===== src/design/infsf_pkg.sv =====
`default_nettype none

package infsf_pkg;

  // Depth of the job queue between the front and back parts (power of two).
  localparam int unsigned QDepth = 2;
  localparam int unsigned QAddrW = (QDepth > 1) ? $clog2(QDepth) : 1;
  localparam int unsigned QCntW  = $clog2(QDepth + 1);

  // One accepted item after classification, as the back part consumes it.
  typedef struct packed {
    logic [7:0] data;
    logic       first;
    logic       last;
    logic       ctrl;
    logic [7:0] bcc;
  } job_t;

  // Framing configuration as the back part sees it.
  typedef struct packed {
    logic [7:0] flag;
    logic [7:0] escape;
    logic [7:0] mask;
    logic [7:0] address;
  } cfg_t;

endpackage

`default_nettype wire


===== src/design/infsf_front.sv =====
`default_nettype none

module infsf_front (
  input  wire              clk_i,
  input  wire              rst_ni,
  input  wire              accept_i,
  input  wire [7:0]        data_byte_i,
  input  wire              first_byte_i,
  input  wire              last_byte_i,
  input  wire              seq_number_i,
  output infsf_pkg::job_t  job_o
);

  logic [7:0] running_check_q, running_check_d;
  logic [7:0] check_sum;

  // A first byte restarts the check; the sum including this byte becomes BCC2.
  assign check_sum = (first_byte_i ? 8'h00 : running_check_q) ^ data_byte_i;

  always_comb begin
    running_check_d = running_check_q;
    if (accept_i) begin
      running_check_d = last_byte_i ? 8'h00 : check_sum;
    end
  end

  always_ff @(posedge clk_i or negedge rst_ni) begin
    if (!rst_ni) begin
      running_check_q <= 8'h00;
    end else begin
      running_check_q <= running_check_d;
    end
  end

  always_comb begin
    job_o.data  = data_byte_i;
    job_o.first = first_byte_i;
    job_o.last  = last_byte_i;
    job_o.ctrl  = seq_number_i;
    job_o.bcc   = check_sum;
  end

endmodule

`default_nettype wire


===== src/design/infsf_queue.sv =====
`default_nettype none

module infsf_queue (
  input  wire              clk_i,
  input  wire              rst_ni,
  input  wire              wr_i,
  input  infsf_pkg::job_t  wr_job_i,
  output logic             full_o,
  input  wire              rd_i,
  output infsf_pkg::job_t  rd_job_o,
  output logic             valid_o
);

  localparam int unsigned AW = infsf_pkg::QAddrW;
  localparam int unsigned CW = infsf_pkg::QCntW;

  infsf_pkg::job_t mem_q [infsf_pkg::QDepth];
  logic [AW-1:0]   wr_ptr_q, rd_ptr_q;
  logic [CW-1:0]   cnt_q;
  logic            do_wr, do_rd;

  assign full_o  = (cnt_q == CW'(infsf_pkg::QDepth));
  assign valid_o = (cnt_q != '0);
  assign do_wr   = wr_i && !full_o;
  assign do_rd   = rd_i && valid_o;
  assign rd_job_o = mem_q[rd_ptr_q];

  always_ff @(posedge clk_i) begin
    if (do_wr) begin
      mem_q[wr_ptr_q] <= wr_job_i;
    end
  end

  always_ff @(posedge clk_i or negedge rst_ni) begin
    if (!rst_ni) begin
      wr_ptr_q <= '0;
      rd_ptr_q <= '0;
      cnt_q    <= '0;
    end else begin
      if (do_wr) wr_ptr_q <= wr_ptr_q + AW'(1);
      if (do_rd) rd_ptr_q <= rd_ptr_q + AW'(1);
      if (do_wr && !do_rd) begin
        cnt_q <= cnt_q + CW'(1);
      end else if (do_rd && !do_wr) begin
        cnt_q <= cnt_q - CW'(1);
      end
    end
  end

endmodule

`default_nettype wire


===== src/design/infsf_back.sv =====
`default_nettype none

module infsf_back (
  input  wire              clk_i,
  input  wire              rst_ni,
  input  infsf_pkg::cfg_t  cfg_i,
  input  infsf_pkg::job_t  head_i,
  input  wire              head_valid_i,
  output logic             head_pop_o,
  output logic [7:0]       out_byte_o,
  output logic             frame_end_o,
  output logic             empty_o,
  input  wire              pop_i
);

  localparam logic [3:0] P_START  = 4'd0;
  localparam logic [3:0] P_HFLAG  = 4'd1;
  localparam logic [3:0] P_ADDR   = 4'd2;
  localparam logic [3:0] P_CTRL   = 4'd3;
  localparam logic [3:0] P_BCC1   = 4'd4;
  localparam logic [3:0] P_DATA   = 4'd5;
  localparam logic [3:0] P_DATA_X = 4'd6;
  localparam logic [3:0] P_BCC    = 4'd7;
  localparam logic [3:0] P_BCC_X  = 4'd8;
  localparam logic [3:0] P_TAIL   = 4'd9;

  logic [3:0] phase_q, phase_d, cur, nxt;
  logic       out_valid_q, out_valid_d;
  logic [7:0] out_byte_q, out_byte_d;
  logic       frame_end_q, frame_end_d;
  logic       load_ok, go, done;
  logic [7:0] emit_byte;
  logic       emit_end;
  logic [7:0] ctrl_byte;
  logic       data_stuff, bcc_stuff;

  assign load_ok    = !out_valid_q || pop_i;
  assign go         = head_valid_i && load_ok;
  assign ctrl_byte  = {7'b0, head_i.ctrl};
  assign data_stuff = (head_i.data == cfg_i.flag) || (head_i.data == cfg_i.escape);
  assign bcc_stuff  = (head_i.bcc == cfg_i.flag) || (head_i.bcc == cfg_i.escape);

  // At the start of a job the first step depends on whether a header is due.
  assign cur = (phase_q == P_START) ? (head_i.first ? P_HFLAG : P_DATA) : phase_q;

  always_comb begin
    emit_byte = head_i.data;
    emit_end  = 1'b0;
    nxt       = P_START;
    done      = 1'b0;
    unique case (cur)
      P_HFLAG: begin
        emit_byte = cfg_i.flag;
        nxt       = P_ADDR;
      end
      P_ADDR: begin
        emit_byte = cfg_i.address;
        nxt       = P_CTRL;
      end
      P_CTRL: begin
        emit_byte = ctrl_byte;
        nxt       = P_BCC1;
      end
      P_BCC1: begin
        emit_byte = cfg_i.address ^ ctrl_byte;
        nxt       = P_DATA;
      end
      P_DATA: begin
        if (data_stuff) begin
          emit_byte = cfg_i.escape;
          nxt       = P_DATA_X;
        end else begin
          emit_byte = head_i.data;
          nxt       = P_BCC;
          done      = !head_i.last;
        end
      end
      P_DATA_X: begin
        emit_byte = head_i.data ^ cfg_i.mask;
        nxt       = P_BCC;
        done      = !head_i.last;
      end
      P_BCC: begin
        if (bcc_stuff) begin
          emit_byte = cfg_i.escape;
          nxt       = P_BCC_X;
        end else begin
          emit_byte = head_i.bcc;
          nxt       = P_TAIL;
        end
      end
      P_BCC_X: begin
        emit_byte = head_i.bcc ^ cfg_i.mask;
        nxt       = P_TAIL;
      end
      P_TAIL: begin
        emit_byte = cfg_i.flag;
        emit_end  = 1'b1;
        done      = 1'b1;
      end
      default: begin
        done = 1'b1;
      end
    endcase
  end

  always_comb begin
    phase_d     = phase_q;
    out_valid_d = out_valid_q;
    out_byte_d  = out_byte_q;
    frame_end_d = frame_end_q;
    head_pop_o  = 1'b0;
    if (go) begin
      out_valid_d = 1'b1;
      out_byte_d  = emit_byte;
      frame_end_d = emit_end;
      phase_d     = done ? P_START : nxt;
      head_pop_o  = done;
    end else if (pop_i) begin
      out_valid_d = 1'b0;
    end
  end

  always_ff @(posedge clk_i or negedge rst_ni) begin
    if (!rst_ni) begin
      phase_q     <= P_START;
      out_valid_q <= 1'b0;
    end else begin
      phase_q     <= phase_d;
      out_valid_q <= out_valid_d;
    end
  end

  always_ff @(posedge clk_i) begin
    out_byte_q  <= out_byte_d;
    frame_end_q <= frame_end_d;
  end

  assign out_byte_o  = out_byte_q;
  assign frame_end_o = frame_end_q;
  assign empty_o     = !out_valid_q;

  // A job in progress always has its entry at the head of the queue.
  a_job_held: assert property (@(posedge clk_i) disable iff (!rst_ni)
    (phase_q != P_START) |-> head_valid_i)
    else $error("back part is mid-job without a queued entry");

  // The head entry is released only together with a byte going out.
  a_pop_with_load: assert property (@(posedge clk_i) disable iff (!rst_ni)
    head_pop_o |-> (go && out_valid_d))
    else $error("queue entry released without emitting a byte");

  // The closing flag is marked as the end of the frame.
  a_tail_marks_end: assert property (@(posedge clk_i) disable iff (!rst_ni)
    (go && (cur == P_TAIL)) |=> (out_valid_q && frame_end_q))
    else $error("closing flag went out without frame end");

  // The second byte of an escape pair follows the escape byte directly.
  a_escape_pair: assert property (@(posedge clk_i) disable iff (!rst_ni)
    (phase_q == P_DATA_X || phase_q == P_BCC_X) |-> (out_valid_q && !frame_end_q))
    else $error("escaped byte pending without its escape byte");

endmodule

`default_nettype wire


===== src/design/info_frame_stuffing_framer_unit.sv =====
`default_nettype none

// Information frame framer with byte stuffing and XOR block checks. Payload
// items enter through a queue-style port (push/full) and the framed byte stream
// leaves through another (empty/pop), one output byte per cycle while a job is
// queued and the output is popped. A front part keeps the running XOR of the
// payload and hands each item to a two-entry job queue; a back part walks each
// job through header (first item only), stuffed data and, for a last item,
// stuffed BCC2 and closing flag. An item leaves the job queue with the last
// output byte it produces, one for a plain middle byte, two for an escaped
// one and up to nine for a single-byte packet. Input items are taken every
// cycle while the job queue has room. The four framing registers sit on the
// APB port at byte addresses 0, 4, 8 and 12 and should be changed only while
// the block is idle.
module info_frame_stuffing_framer_unit (
  input  wire         clk_i,
  input  wire         rst_ni,
  input  wire         push,
  output logic        full,
  input  wire  [7:0]  data_byte_i,
  input  wire         first_byte_i,
  input  wire         last_byte_i,
  input  wire         seq_number_i,
  output logic        empty,
  input  wire         pop,
  output logic [7:0]  out_byte_o,
  output logic        frame_end_o,
  input  wire         psel,
  input  wire         penable,
  input  wire         pwrite,
  input  wire  [3:0]  paddr,
  input  wire  [31:0] pwdata,
  output logic [31:0] prdata,
  output logic        pready
);

  localparam logic [1:0] REG_FLAG    = 2'd0;
  localparam logic [1:0] REG_ESCAPE  = 2'd1;
  localparam logic [1:0] REG_MASK    = 2'd2;
  localparam logic [1:0] REG_ADDRESS = 2'd3;

  infsf_pkg::cfg_t cfg_q;
  infsf_pkg::job_t front_job, head_job;
  logic            accept, head_valid, head_pop, cfg_wr;
  logic [1:0]      reg_idx;

  assign pready  = 1'b1;
  assign reg_idx = paddr[3:2];
  assign cfg_wr  = psel && penable && pwrite && pready;

  always_ff @(posedge clk_i or negedge rst_ni) begin
    if (!rst_ni) begin
      cfg_q.flag    <= 8'h7E;
      cfg_q.escape  <= 8'h7D;
      cfg_q.mask    <= 8'h20;
      cfg_q.address <= 8'h03;
    end else if (cfg_wr) begin
      unique case (reg_idx)
        REG_FLAG:    cfg_q.flag    <= pwdata[7:0];
        REG_ESCAPE:  cfg_q.escape  <= pwdata[7:0];
        REG_MASK:    cfg_q.mask    <= pwdata[7:0];
        REG_ADDRESS: cfg_q.address <= pwdata[7:0];
        default:     ;
      endcase
    end
  end

  always_comb begin
    unique case (reg_idx)
      REG_FLAG:    prdata = {24'b0, cfg_q.flag};
      REG_ESCAPE:  prdata = {24'b0, cfg_q.escape};
      REG_MASK:    prdata = {24'b0, cfg_q.mask};
      REG_ADDRESS: prdata = {24'b0, cfg_q.address};
      default:     prdata = '0;
    endcase
  end

  assign accept = push && !full;

  infsf_front u_front (
    .clk_i        (clk_i),
    .rst_ni       (rst_ni),
    .accept_i     (accept),
    .data_byte_i  (data_byte_i),
    .first_byte_i (first_byte_i),
    .last_byte_i  (last_byte_i),
    .seq_number_i (seq_number_i),
    .job_o        (front_job)
  );

  infsf_queue u_queue (
    .clk_i    (clk_i),
    .rst_ni   (rst_ni),
    .wr_i     (push),
    .wr_job_i (front_job),
    .full_o   (full),
    .rd_i     (head_pop),
    .rd_job_o (head_job),
    .valid_o  (head_valid)
  );

  infsf_back u_back (
    .clk_i        (clk_i),
    .rst_ni       (rst_ni),
    .cfg_i        (cfg_q),
    .head_i       (head_job),
    .head_valid_i (head_valid),
    .head_pop_o   (head_pop),
    .out_byte_o   (out_byte_o),
    .frame_end_o  (frame_end_o),
    .empty_o      (empty),
    .pop_i        (pop)
  );

endmodule

`default_nettype wire

===== config.mk =====
export PLATFORM = sky130hd
export DESIGN_NAME = info_frame_stuffing_framer_unit
export DESIGN_NICKNAME = d
export VERILOG_FILES = /design/src/design/infsf_pkg.sv /design/src/design/infsf_front.sv /design/src/design/infsf_queue.sv /design/src/design/infsf_back.sv /design/src/design/info_frame_stuffing_framer_unit.sv
export SDC_FILE = /design/constraint.sdc
export NUM_CORES = 1
export LEC_CHECK = 0
export BUFFER_PORTS_ARGS = -buffer_cell sky130_fd_sc_hd__buf_2
export CORE_MARGIN = 5
export CORE_UTILIZATION = 25
export DETAILED_ROUTE_END_ITERATION = 10
export HOLD_SLACK_MARGIN = 0.02
export PLACE_DENSITY = 0.52
export SYNTH_ARGS = -nofsm -noshare
export SYNTH_HDL_FRONTEND = slang
export SYNTH_SLANG_ARGS = --single-unit

===== constraint.sdc =====
create_clock -name clk_i -period 4.3 [get_ports clk_i]
set_clock_uncertainty 0.15 [all_clocks]
set_input_delay 0.645 -clock clk_i [delete_from_list [all_inputs] [get_ports clk_i]]
set_output_delay 0.645 -clock clk_i [all_outputs]
set_load 0.02 [all_outputs]

---- After elaboration in Yosys (flattened, before gate mapping) ----
Memory sizes are Yosys's and may differ from the RTL's.
Cells that the tools add are included.
word-level totals
  bits in registers ....................... 58
  bits in writable memories ............... 38
  bits of input ports ..................... 54
  output and inout port bits .............. 44
  logic and storage cells ................. 86
  memories kept ........................... 1
memory list
  name           words  width  rd ports  clocked after Yosys merged registers in  write ports  line               source
  u_queue.mem_q  2      19     1         0                                        1            infsf_queue.sv:17  infsf_pkg::job_t mem_q [infsf_pkg::QDepth];
cells by class
  add/subtract/negate cells ............... 4
  eq/ne operators ......................... 17
  multiplexer cells ....................... 22
  bitwise operators ....................... 4
  reduce and logical (&&, ||, !) cells .... 26
operators by type and width
  kind                  count
  $pmux W32 S4          1
  $pmux W8 S8           1
  $eq A8 B8 Y1          4
  $mux W8               4
  $pmux W4 S8           1
  $xor A8 B8 Y8         3
  $eq A4 B3 Y1 const B  4
  $mux W1               9
  $eq A4 B2 Y1 const B  2
  $eq A4 B4 Y1 const B  2
  $mux W4               2
  $reduce_and A2 Y1     4
  $xor A8 B1 Y8         1
  $logic_and A1 B1 Y1   7
  $eq A2 B2 Y1 const B  3
  $reduce_bool A2 Y1    3
  $reduce_or A6 Y1      1
  $logic_not A1 Y1      5
  $eq A4 B1 Y1 const B  1
  $logic_not A4 Y1      1
  $mux W2               2
  $logic_or A1 B1 Y1    3
  $mux W3               1
  $pmux W1 S3           1
  other kinds (6)       7

---- Depth between registers and ports, before layout ----
Gate-level depths: netlist of the first run.
An unclocked memory read counts as a cell.
  depth after elaboration ................. 11
  gate-level depth with buffers ........... 12
  gate-level depth less buffers ........... 10

---- By module ----
From an unflattened synthesis of the first run, not the netlist that was laid out.
unflattened totals
  cell total of the unflattened synthesis .. 492
  area total of the unflattened synthesis .. 5992.0 um2
modules (own cells, without submodules)
  module                           instances  cells an instance  area an instance (um2)
  infsf_back                       1          227                1910.6
  infsf_queue                      1          78                 1666.6
  info_frame_stuffing_framer_unit  1          108                1650.3
  infsf_front                      1          79                 764.5

---- Worst setup path before layout of the first run ----
No wires, ideal clock.
  path kind ............................... register to register
  from .................................... reg u_queue.rd_ptr_q
  to ...................................... reg u_queue.cnt_q[1]
  library setup time ...................... 79 ps
  data arrival time ....................... 2538 ps
  slack ................................... 1533 ps
  stages on the path, launching flop included .. 13
  period minus slack after synthesis ...... 2767 ps
  cell sequence ........................... dfrtp_1 -> buf_6 -> buf_12 -> mux2_2 -> nor3_1 -> a21oi_1 -> nor3_1 -> nand4_1 -> a21o_1 -> ha_1 -> xor2_1 -> nor2_1 -> xor2_1
between the ends
  word-level cells in the longest chain between the ends .. 11
RTL lines
  what                                           line               source
  start: declaration                             infsf_queue.sv:18  logic [AW-1:0] wr_ptr_q, rd_ptr_q;
  start signal: assignment                       infsf_queue.sv:41  if (do_rd) rd_ptr_q <= rd_ptr_q + AW'(1);
  $mem_v2 Z2 W19 (*)                             n/a
  $mux W3                                        infsf_back.sv:44   assign cur = (phase_q == P_START) ? (head_i.first ? P_HFLAG : P_DATA) : phase_q;
  $mux W4                                        infsf_back.sv:44
  $eq A4 B1 Y1 (tied with other cells)           infsf_back.sv:51   unique case (cur)
  $reduce_or A6 Y1 (no line)                     n/a
  $pmux W1 S3 (*)                                infsf_back.sv:51
  $mux W1 (*)                                    infsf_back.sv:113  if (go) begin
  $logic_and A1 B1 Y1 (*)                        infsf_queue.sv:25  assign do_rd = rd_i && valid_o;
  $logic_not A1 Y1                               infsf_queue.sv:42  if (do_wr && !do_rd) begin
  $logic_and A1 B1 Y1                            infsf_queue.sv:42
  $mux W2 or $reduce_bool A2 Y1 (tied branches)  n/a
  end signal: assignment                         infsf_queue.sv:43  cnt_q <= cnt_q + CW'(1);
  end signal: assignment                         infsf_queue.sv:45  cnt_q <= cnt_q - CW'(1);
  end: declaration                               infsf_queue.sv:19  logic [CW-1:0] cnt_q;
Every way passes the cells marked *; elsewhere a longest branch is shown, timed or not.
A chain may end at the register's enable or synchronous reset.

---- Final worst setup path of the first run ----
  from .................................... reg u_queue.rd_ptr_q
  to ...................................... reg u_back.out_byte_q[1], in the netlist u_back.out_byte_o[1] (data pin)
between the ends
  word-level cells in the longest chain between the ends .. 6
RTL lines
  what                                          line               source
  $mem_v2 Z2 W19 (*)                            n/a
  $mux W3                                       infsf_back.sv:44
  $mux W4                                       infsf_back.sv:44
  $eq A4 B1 Y1 or $eq A4 B4 Y1 (tied branches)  infsf_back.sv:51
  $reduce_or A2 Y1 (no line)                    n/a
  $pmux W8 S8 (*)                               infsf_back.sv:51
  via u_back.emit_byte[1]                       infsf_back.sv:32   logic [7:0] emit_byte;
  end signal: assignment                        infsf_back.sv:135  out_byte_q <= out_byte_d;
  end: declaration                              infsf_back.sv:29   logic [7:0] out_byte_q, out_byte_d;
Mark *: on every way through the listed nets, which the timed path passes. The rest lies on a longest branch.

==> impl_metrics.tcl, run 1 <==
set metrics [dict create \
    dp_hpwl_mm 9.36 \
    htree_levels 3 \
    syn_to_final_growth_pct 14.2 \
    vias 3439 \
    ir_worst_vdd_v 0.000206 \
    slowest_delay_ns 0.66 \
    clkSlewWorstSetupHoldPaths_ns 0.07 \
    ys_warn_count 0 \
    status "complete, no violations" \
    antenna_found_initial 0 \
    cts_buffer_depth 2 \
    p_total_mw 4.05 \
    maxUsedRoutingLayer "met4" \
    syn_area_um2 5260 \
    critPathRequiredTime_ns 4.25 \
    dp_slack_ns 0.838 \
    path_cells "buf_4 -> mux2i_1 -> xnor2_1 -> nor4_1 -> a22oi_1 -> buf_4 -> a211oi_1 -> a2111o_1" \
    setup_viol 0 \
    wl_met3_um 712 \
    cts_buffers 9 \
    critPathSlowestCell "mux2i_1" \
    place.gp.congestion 0.856 \
    die_y_um 155 \
    final_common_cell "edfxtp_1" \
    grt_pass1_wl_mm 20.5 \
    die_w_um 155 \
    hold_path.class "in -> async" \
    drive_gt1_share_pct 32.1 \
    p_leak_nw 2.27 \
    final_cell_mix "edfxtp_1, buf_2, xnor2_1" \
    diodes 0 \
    rsz0062_at_grt "false" \
    grt_start_max_net_pins 50 \
    antenna_left 0 \
    port_buffers 46 \
    ys_types 55 \
    powerDensity_nw_per_um2 675 \
    path_class "reg -> reg" \
    wl_mm 13.2 \
    core-area_um2 20900 \
    instances_no_fill 742 \
    fin_ws_ns 0.873 \
    drc 0 \
    synth_edf_count 47 \
    cts_tree "yes" \
    hold_viol 0 \
    grt_pass1_vias 3533 \
    maxSlewHeadroom_pct 36.0 \
    start_util_pct 25.2 \
    dp_cells 726 \
    cts_root_buffer "clkbuf_16" \
    worst_setup_path_end_kind "register" \
    min_period_over_period_pct 79.7 \
    wl_per_cell_um 17.7 \
    syn_area_per_cell_um2 12.8 \
    overflow 0 \
    num_io_pins 98 \
    wl_met2_mm 6.48 \
    track_usage_pct 11.1 \
    post_cts.repair.setup_buffers 0 \
    cts_sinks 96 \
    num_rows 53 \
    worstRegToRegCells 8 \
    dieArea_um2 24000 \
    setup_tns_ns 0 \
    cts_hold_buf 0 \
    wl_met1_mm 5.70 \
    fin_util_pct 28.7 \
    worstMarginPinSlew_ns 0.959 \
    fin_nets 517 \
    critPathMaxFanout 20 \
    ys_ff_latch 96 \
    synth-main-ff-cell "edfxtp_1" \
    async_flop_share_pct 51.0 \
    clock_latency_ns 0.35 \
    via_per_inst 4.63 \
    cts_resized 0 \
    dr.pass1.iters 4 \
    whs_ns 0.260 \
    critPathMostFrequentCell "buf_4" \
    seq_area_frac_synth_pct 50.5 \
    drtIter0Drc 282 \
    max_freq_ghz 0.292 \
    synth_cells 410 \
    min_period_ns 3.43 \
    postLayoutCellArea_um2 6000 \
    start_kind "register" \
    drv_cap 0 \
    placedInstanceArea_um2 5710 \
    final_max_slew_viol_count 0 \
    arrival_ns 3.38 \
    fill_cells 2162 \
]
-- worst paths after layout --
path                       slack, ns                              to                         start
min in group clk_i              0.34   u_queue.mem_q[0][8]$_DFFE_PP_                  seq_number_i
hold / removal                  0.26    u_queue.cnt_q[1]$_DFFE_PN0P_                        rst_ni
setup reg to reg                0.87  u_back.out_byte_o[1]$_DFFE_PP_  u_queue.rd_ptr_q$_DFFE_PN0P_
setup / recovery                0.87  u_back.out_byte_o[1]$_DFFE_PP_  u_queue.rd_ptr_q$_DFFE_PN0P_
hold reg to reg                 0.35    u_queue.wr_ptr_q$_DFFE_PN0P_  u_queue.wr_ptr_q$_DFFE_PN0P_
max in group asynchronous       3.28            cfg_q[6]$_DFFE_PN0P_                        rst_ni
-- worst max-delay path: cells and delay by family (launching register included) --
kind                   cells  cell delay [ns]
AO/OA/AOI/OAI              3             1.08
buffers and inverters      2             0.68
multiplexers               1             0.66
flip-flops                 1             0.33
XOR/XNOR                   1             0.19
AND/OR/NAND/NOR            1             0.08
-- kinds of logic after synthesis --
| group | share of synthesized area (%) |
|---|---|
| other | 0.143 |
| DFF | 50.5 |
| adders and majority gates | 0.238 |
| AOI/OAI and AO/OA | 11.4 |
| buffers and inverters | 5.78 |
| xor gates and xnor gates | 7.49 |
| muxes | 15.5 |
| and+or+nand+nor | 8.92 |
-- registers in the layout, indices dropped and copies added, names as in the netlist --
| register | count |
|---|---|
| u_back.frame_end_o | 1 |
| u_back.out_byte_o | 8 |
| u_front.running_check_q | 8 |
| u_back.out_valid_q | 1 |
| u_queue.mem_q | 38 |
| u_queue.wr_ptr_q | 1 |
| u_queue.cnt_q | 2 |
| cfg_q | 32 |
| u_back.phase_q | 4 |
| u_queue.rd_ptr_q | 1 |
-- cell usage after synthesis (9+ instances only) --
cell type / count / share of area (%)
nor2_1: 34 / 2.4
a22o_1: 9 / 1.5
nand2b_1: 14 / 1.7
dfstp_2: 15 / 7.5
nand2_1: 9 / 0.64
a211oi_1: 9 / 1.3
mux2_2: 35 / 7.5
dfrtp_1: 34 / 16
buf_4: 25 / 3.6
xnor2_1: 41 / 6.8
edfxtp_1: 47 / 27
a21oi_1: 12 / 1.1
-- metal layers --
layer  vias to the layer above  global-route usage (%)
li1                       1599                       -
met1                      1723                    14.1
met2                       100                    18.1
met3                        17                    3.03
met4                         0                    3.83
met5                         -                       0
-- report_power, final --
| part | internal (mW) | total [mW] | leakage [nW] | switching [mW] |
|---|---|---|---|---|
| logic | 0.717 | 1.68 | 1.11 | 0.958 |
| registers | 1.32 | 1.56 | 1.02 | 0.241 |
| clock network | 0.455 | 0.814 | 0.141 | 0.360 |
-- layout make-up --
cell class | instances | area [um2] | area share, %
flip-flops and latches | 96 | 2660 | 44.2
multi-input cells | 294 | 2390 | 39.8
well taps | 275 | 344 | 5.73
repair buffers | 54 | 290 | 4.84
clock buffers | 10 | 229 | 3.81
clock inverters | 6 | 67.6 | 1.13
inverters | 7 | 26.3 | 0.438
Note: power is estimated with default switching activity, not from simulation.
==> inputs of run 2 (changes only) <==
PLACE_DENSITY = 0.54   (was 0.52)
clock period = 3.1 ns   (was 4.3 ns; I/O delays follow)
==> impl_metrics.tcl, run 2 (synthesis gave the netlist of run 1 again) <==
set metrics [dict create \
    hold_path.class "in -> reg" \
    p_int_mw 3.62 \
    start_util_pct 25.2 \
    clkSlewWorstSetupHoldPaths_ns 0.07 \
    p_leak_nw 2.37 \
    p_total_mw 5.86 \
    hold_viol 0 \
    cts_buffers 9 \
    critPathRequiredTime_ns 3.03 \
    p_sw_mw 2.24 \
    antenna_left 0 \
    htree_levels 3 \
    arrival_ns 2.92 \
    path_class "reg -> reg" \
    ir_worst_vdd_v 0.000402 \
    maxSlewHeadroom_pct 26.2 \
    cts_sinks 96 \
    dr.pass1.iters 4 \
    clock_latency_ns 0.35 \
    fin_nets 536 \
    powerDensity_nw_per_um2 947 \
    min_period_over_period_pct 96.4 \
    clockPowerShare_pct 19.7 \
    p_sw_share_pct 38.3 \
    syn_to_final_growth_pct 17.8 \
    track_usage_pct 11.1 \
    dieArea_um2 24000 \
    overflow 0 \
    grt_start_max_net_pins 47 \
    placedInstanceArea_um2 5840 \
    cts_tree "yes" \
    cts_buffer_depth 2 \
    drive_gt1_share_pct 35.0 \
    postLayoutCellArea_um2 6190 \
    final_cell_mix "edfxtp_1, buf_2, xnor2_1" \
    diodes 0 \
    place.gp.congestion 0.899 \
    die_y_um 155 \
    drc 0 \
    top_regs "u_queue.mem_q x38, cfg_q x32" \
    num_rows 53 \
    antenna_found_initial 0 \
    cts_hold_buf 0 \
    final_max_slew_viol_count 0 \
    final_common_cell "edfxtp_1" \
    cts_root_buffer "clkbuf_16" \
    grt_pass1_vias 3597 \
    core-area_um2 20900 \
    worstMarginPinSlew_ns 1.11 \
    setup_viol 0 \
    combPwrFrac_pct 43.3 \
    drv_cap 0 \
    worst_setup_path_end_kind "register" \
    start_kind "register" \
    max_freq_ghz 0.335 \
    die_w_um 155 \
    dp_hpwl_mm 9.62 \
    seqPwrFrac_pct 37.0 \
    port_buffers 46 \
    whs_ns 0.157 \
    grt_pass1_wl_mm 20.6 \
    largest_reg_flops 38 \
    regMostFlops "u_queue.mem_q" \
    wl_mm 13.4 \
    num_io_pins 98 \
    drtIter0Drc 283 \
    vias 3546 \
    min_period_ns 2.99 \
    wl_per_cell_um 17.6 \
    status "complete, no violations" \
    via_per_inst 4.66 \
    critPathMaxFanout 10 \
]
run 2: cell types whose count changed in the layout (fill, tap and decap cells not counted), sizes merged:
cell | before | now
inv | 9 | 10
buf | 54 | 73
clkinvlp | 1 | 0
run 2: power groups by stage:
stage	combinational, mW	sequential (mW)	clock, mW
floorplan	1.80	2.13	0
global placement	2.42	2.17	0
detailed placement	2.46	2.19	0
CTS	2.48	2.16	1.18
global route	2.75	2.22	1.23
finish	2.54	2.17	1.16
run 2: path summary, 6_finish.rpt:
path | depth (start not counted) | from | to | slack, ns
setup / recovery | 9 | u_queue.rd_ptr_q$_DFFE_PN0P_ | u_back.out_byte_o[1]$_DFFE_PP_ | 0.11
hold / removal | 1 | seq_number_i | u_queue.mem_q[0][8]$_DFFE_PP_ | 0.16
setup reg to reg | 9 | u_queue.rd_ptr_q$_DFFE_PN0P_ | u_back.out_byte_o[1]$_DFFE_PP_ | 0.11
hold reg to reg | 1 | u_queue.wr_ptr_q$_DFFE_PN0P_ | u_queue.wr_ptr_q$_DFFE_PN0P_ | 0.36
max in group asynchronous | 2 | rst_ni | cfg_q[13]$_DFFE_PN1P_ | 1.85
min in group asynchronous | 1 | rst_ni | u_back.out_valid_q$_DFFE_PN0P_ | 0.17
run 2: cell type report:
type	count	area [um2]
Multi-Input combinational cell	294	2420
Timing Repair Buffer	73	445
Clock buffer	10	229
Clock inverter	6	76.3
Tap cell	275	344
Fill cell	2133	14700
Inverter	7	26.3
Sequential cell	96	2660
run 2: routing by layer:
layer | wire length [um] | global-route usage (%) | part of all wire (%)
met1 | 5650 | 13.7 | 42
met4 | 455 | 5.26 | 3.4
met2 | 6470 | 18.3 | 48
met3 | 785 | 2.59 | 5.9
met5 | 0 | 0 | 0
run 2: worst max-delay path, cell delays in order (launching register included):
cell	delay, ns
dfrtp_1	0.42
buf_4	0.31
mux2i_4	0.39
xnor2_1	0.13
nor4_2	0.29
nand2_2	0.12
a32oi_4	0.28
buf_12	0.16
nor2_1	0.04
a2111o_1	0.42
run 2: metrics by stage:
stage | setup TNS, ns | utilization [%] | setup WS [ns] | cells
3_5_place_dp | 0 | 27.9 | 0.104 | 744
3_3_place_gp | 0 | 27.9 | 0.100 | 744
6_report | 0 | 29.7 | 0.113 | 761
2_1_floorplan | 0 | - | 0.333 | 433
5_1_grt | -0.00415 | 29.7 | -0.00364 | 761
4_1_cts | 0 | 29.4 | 0.0867 | 760
run 2: what timing repair did:
action	in CTS	in global routing
buffers inserted	0	1
endpoints found under the setup margin	0	5
gates resized for setup	0	4
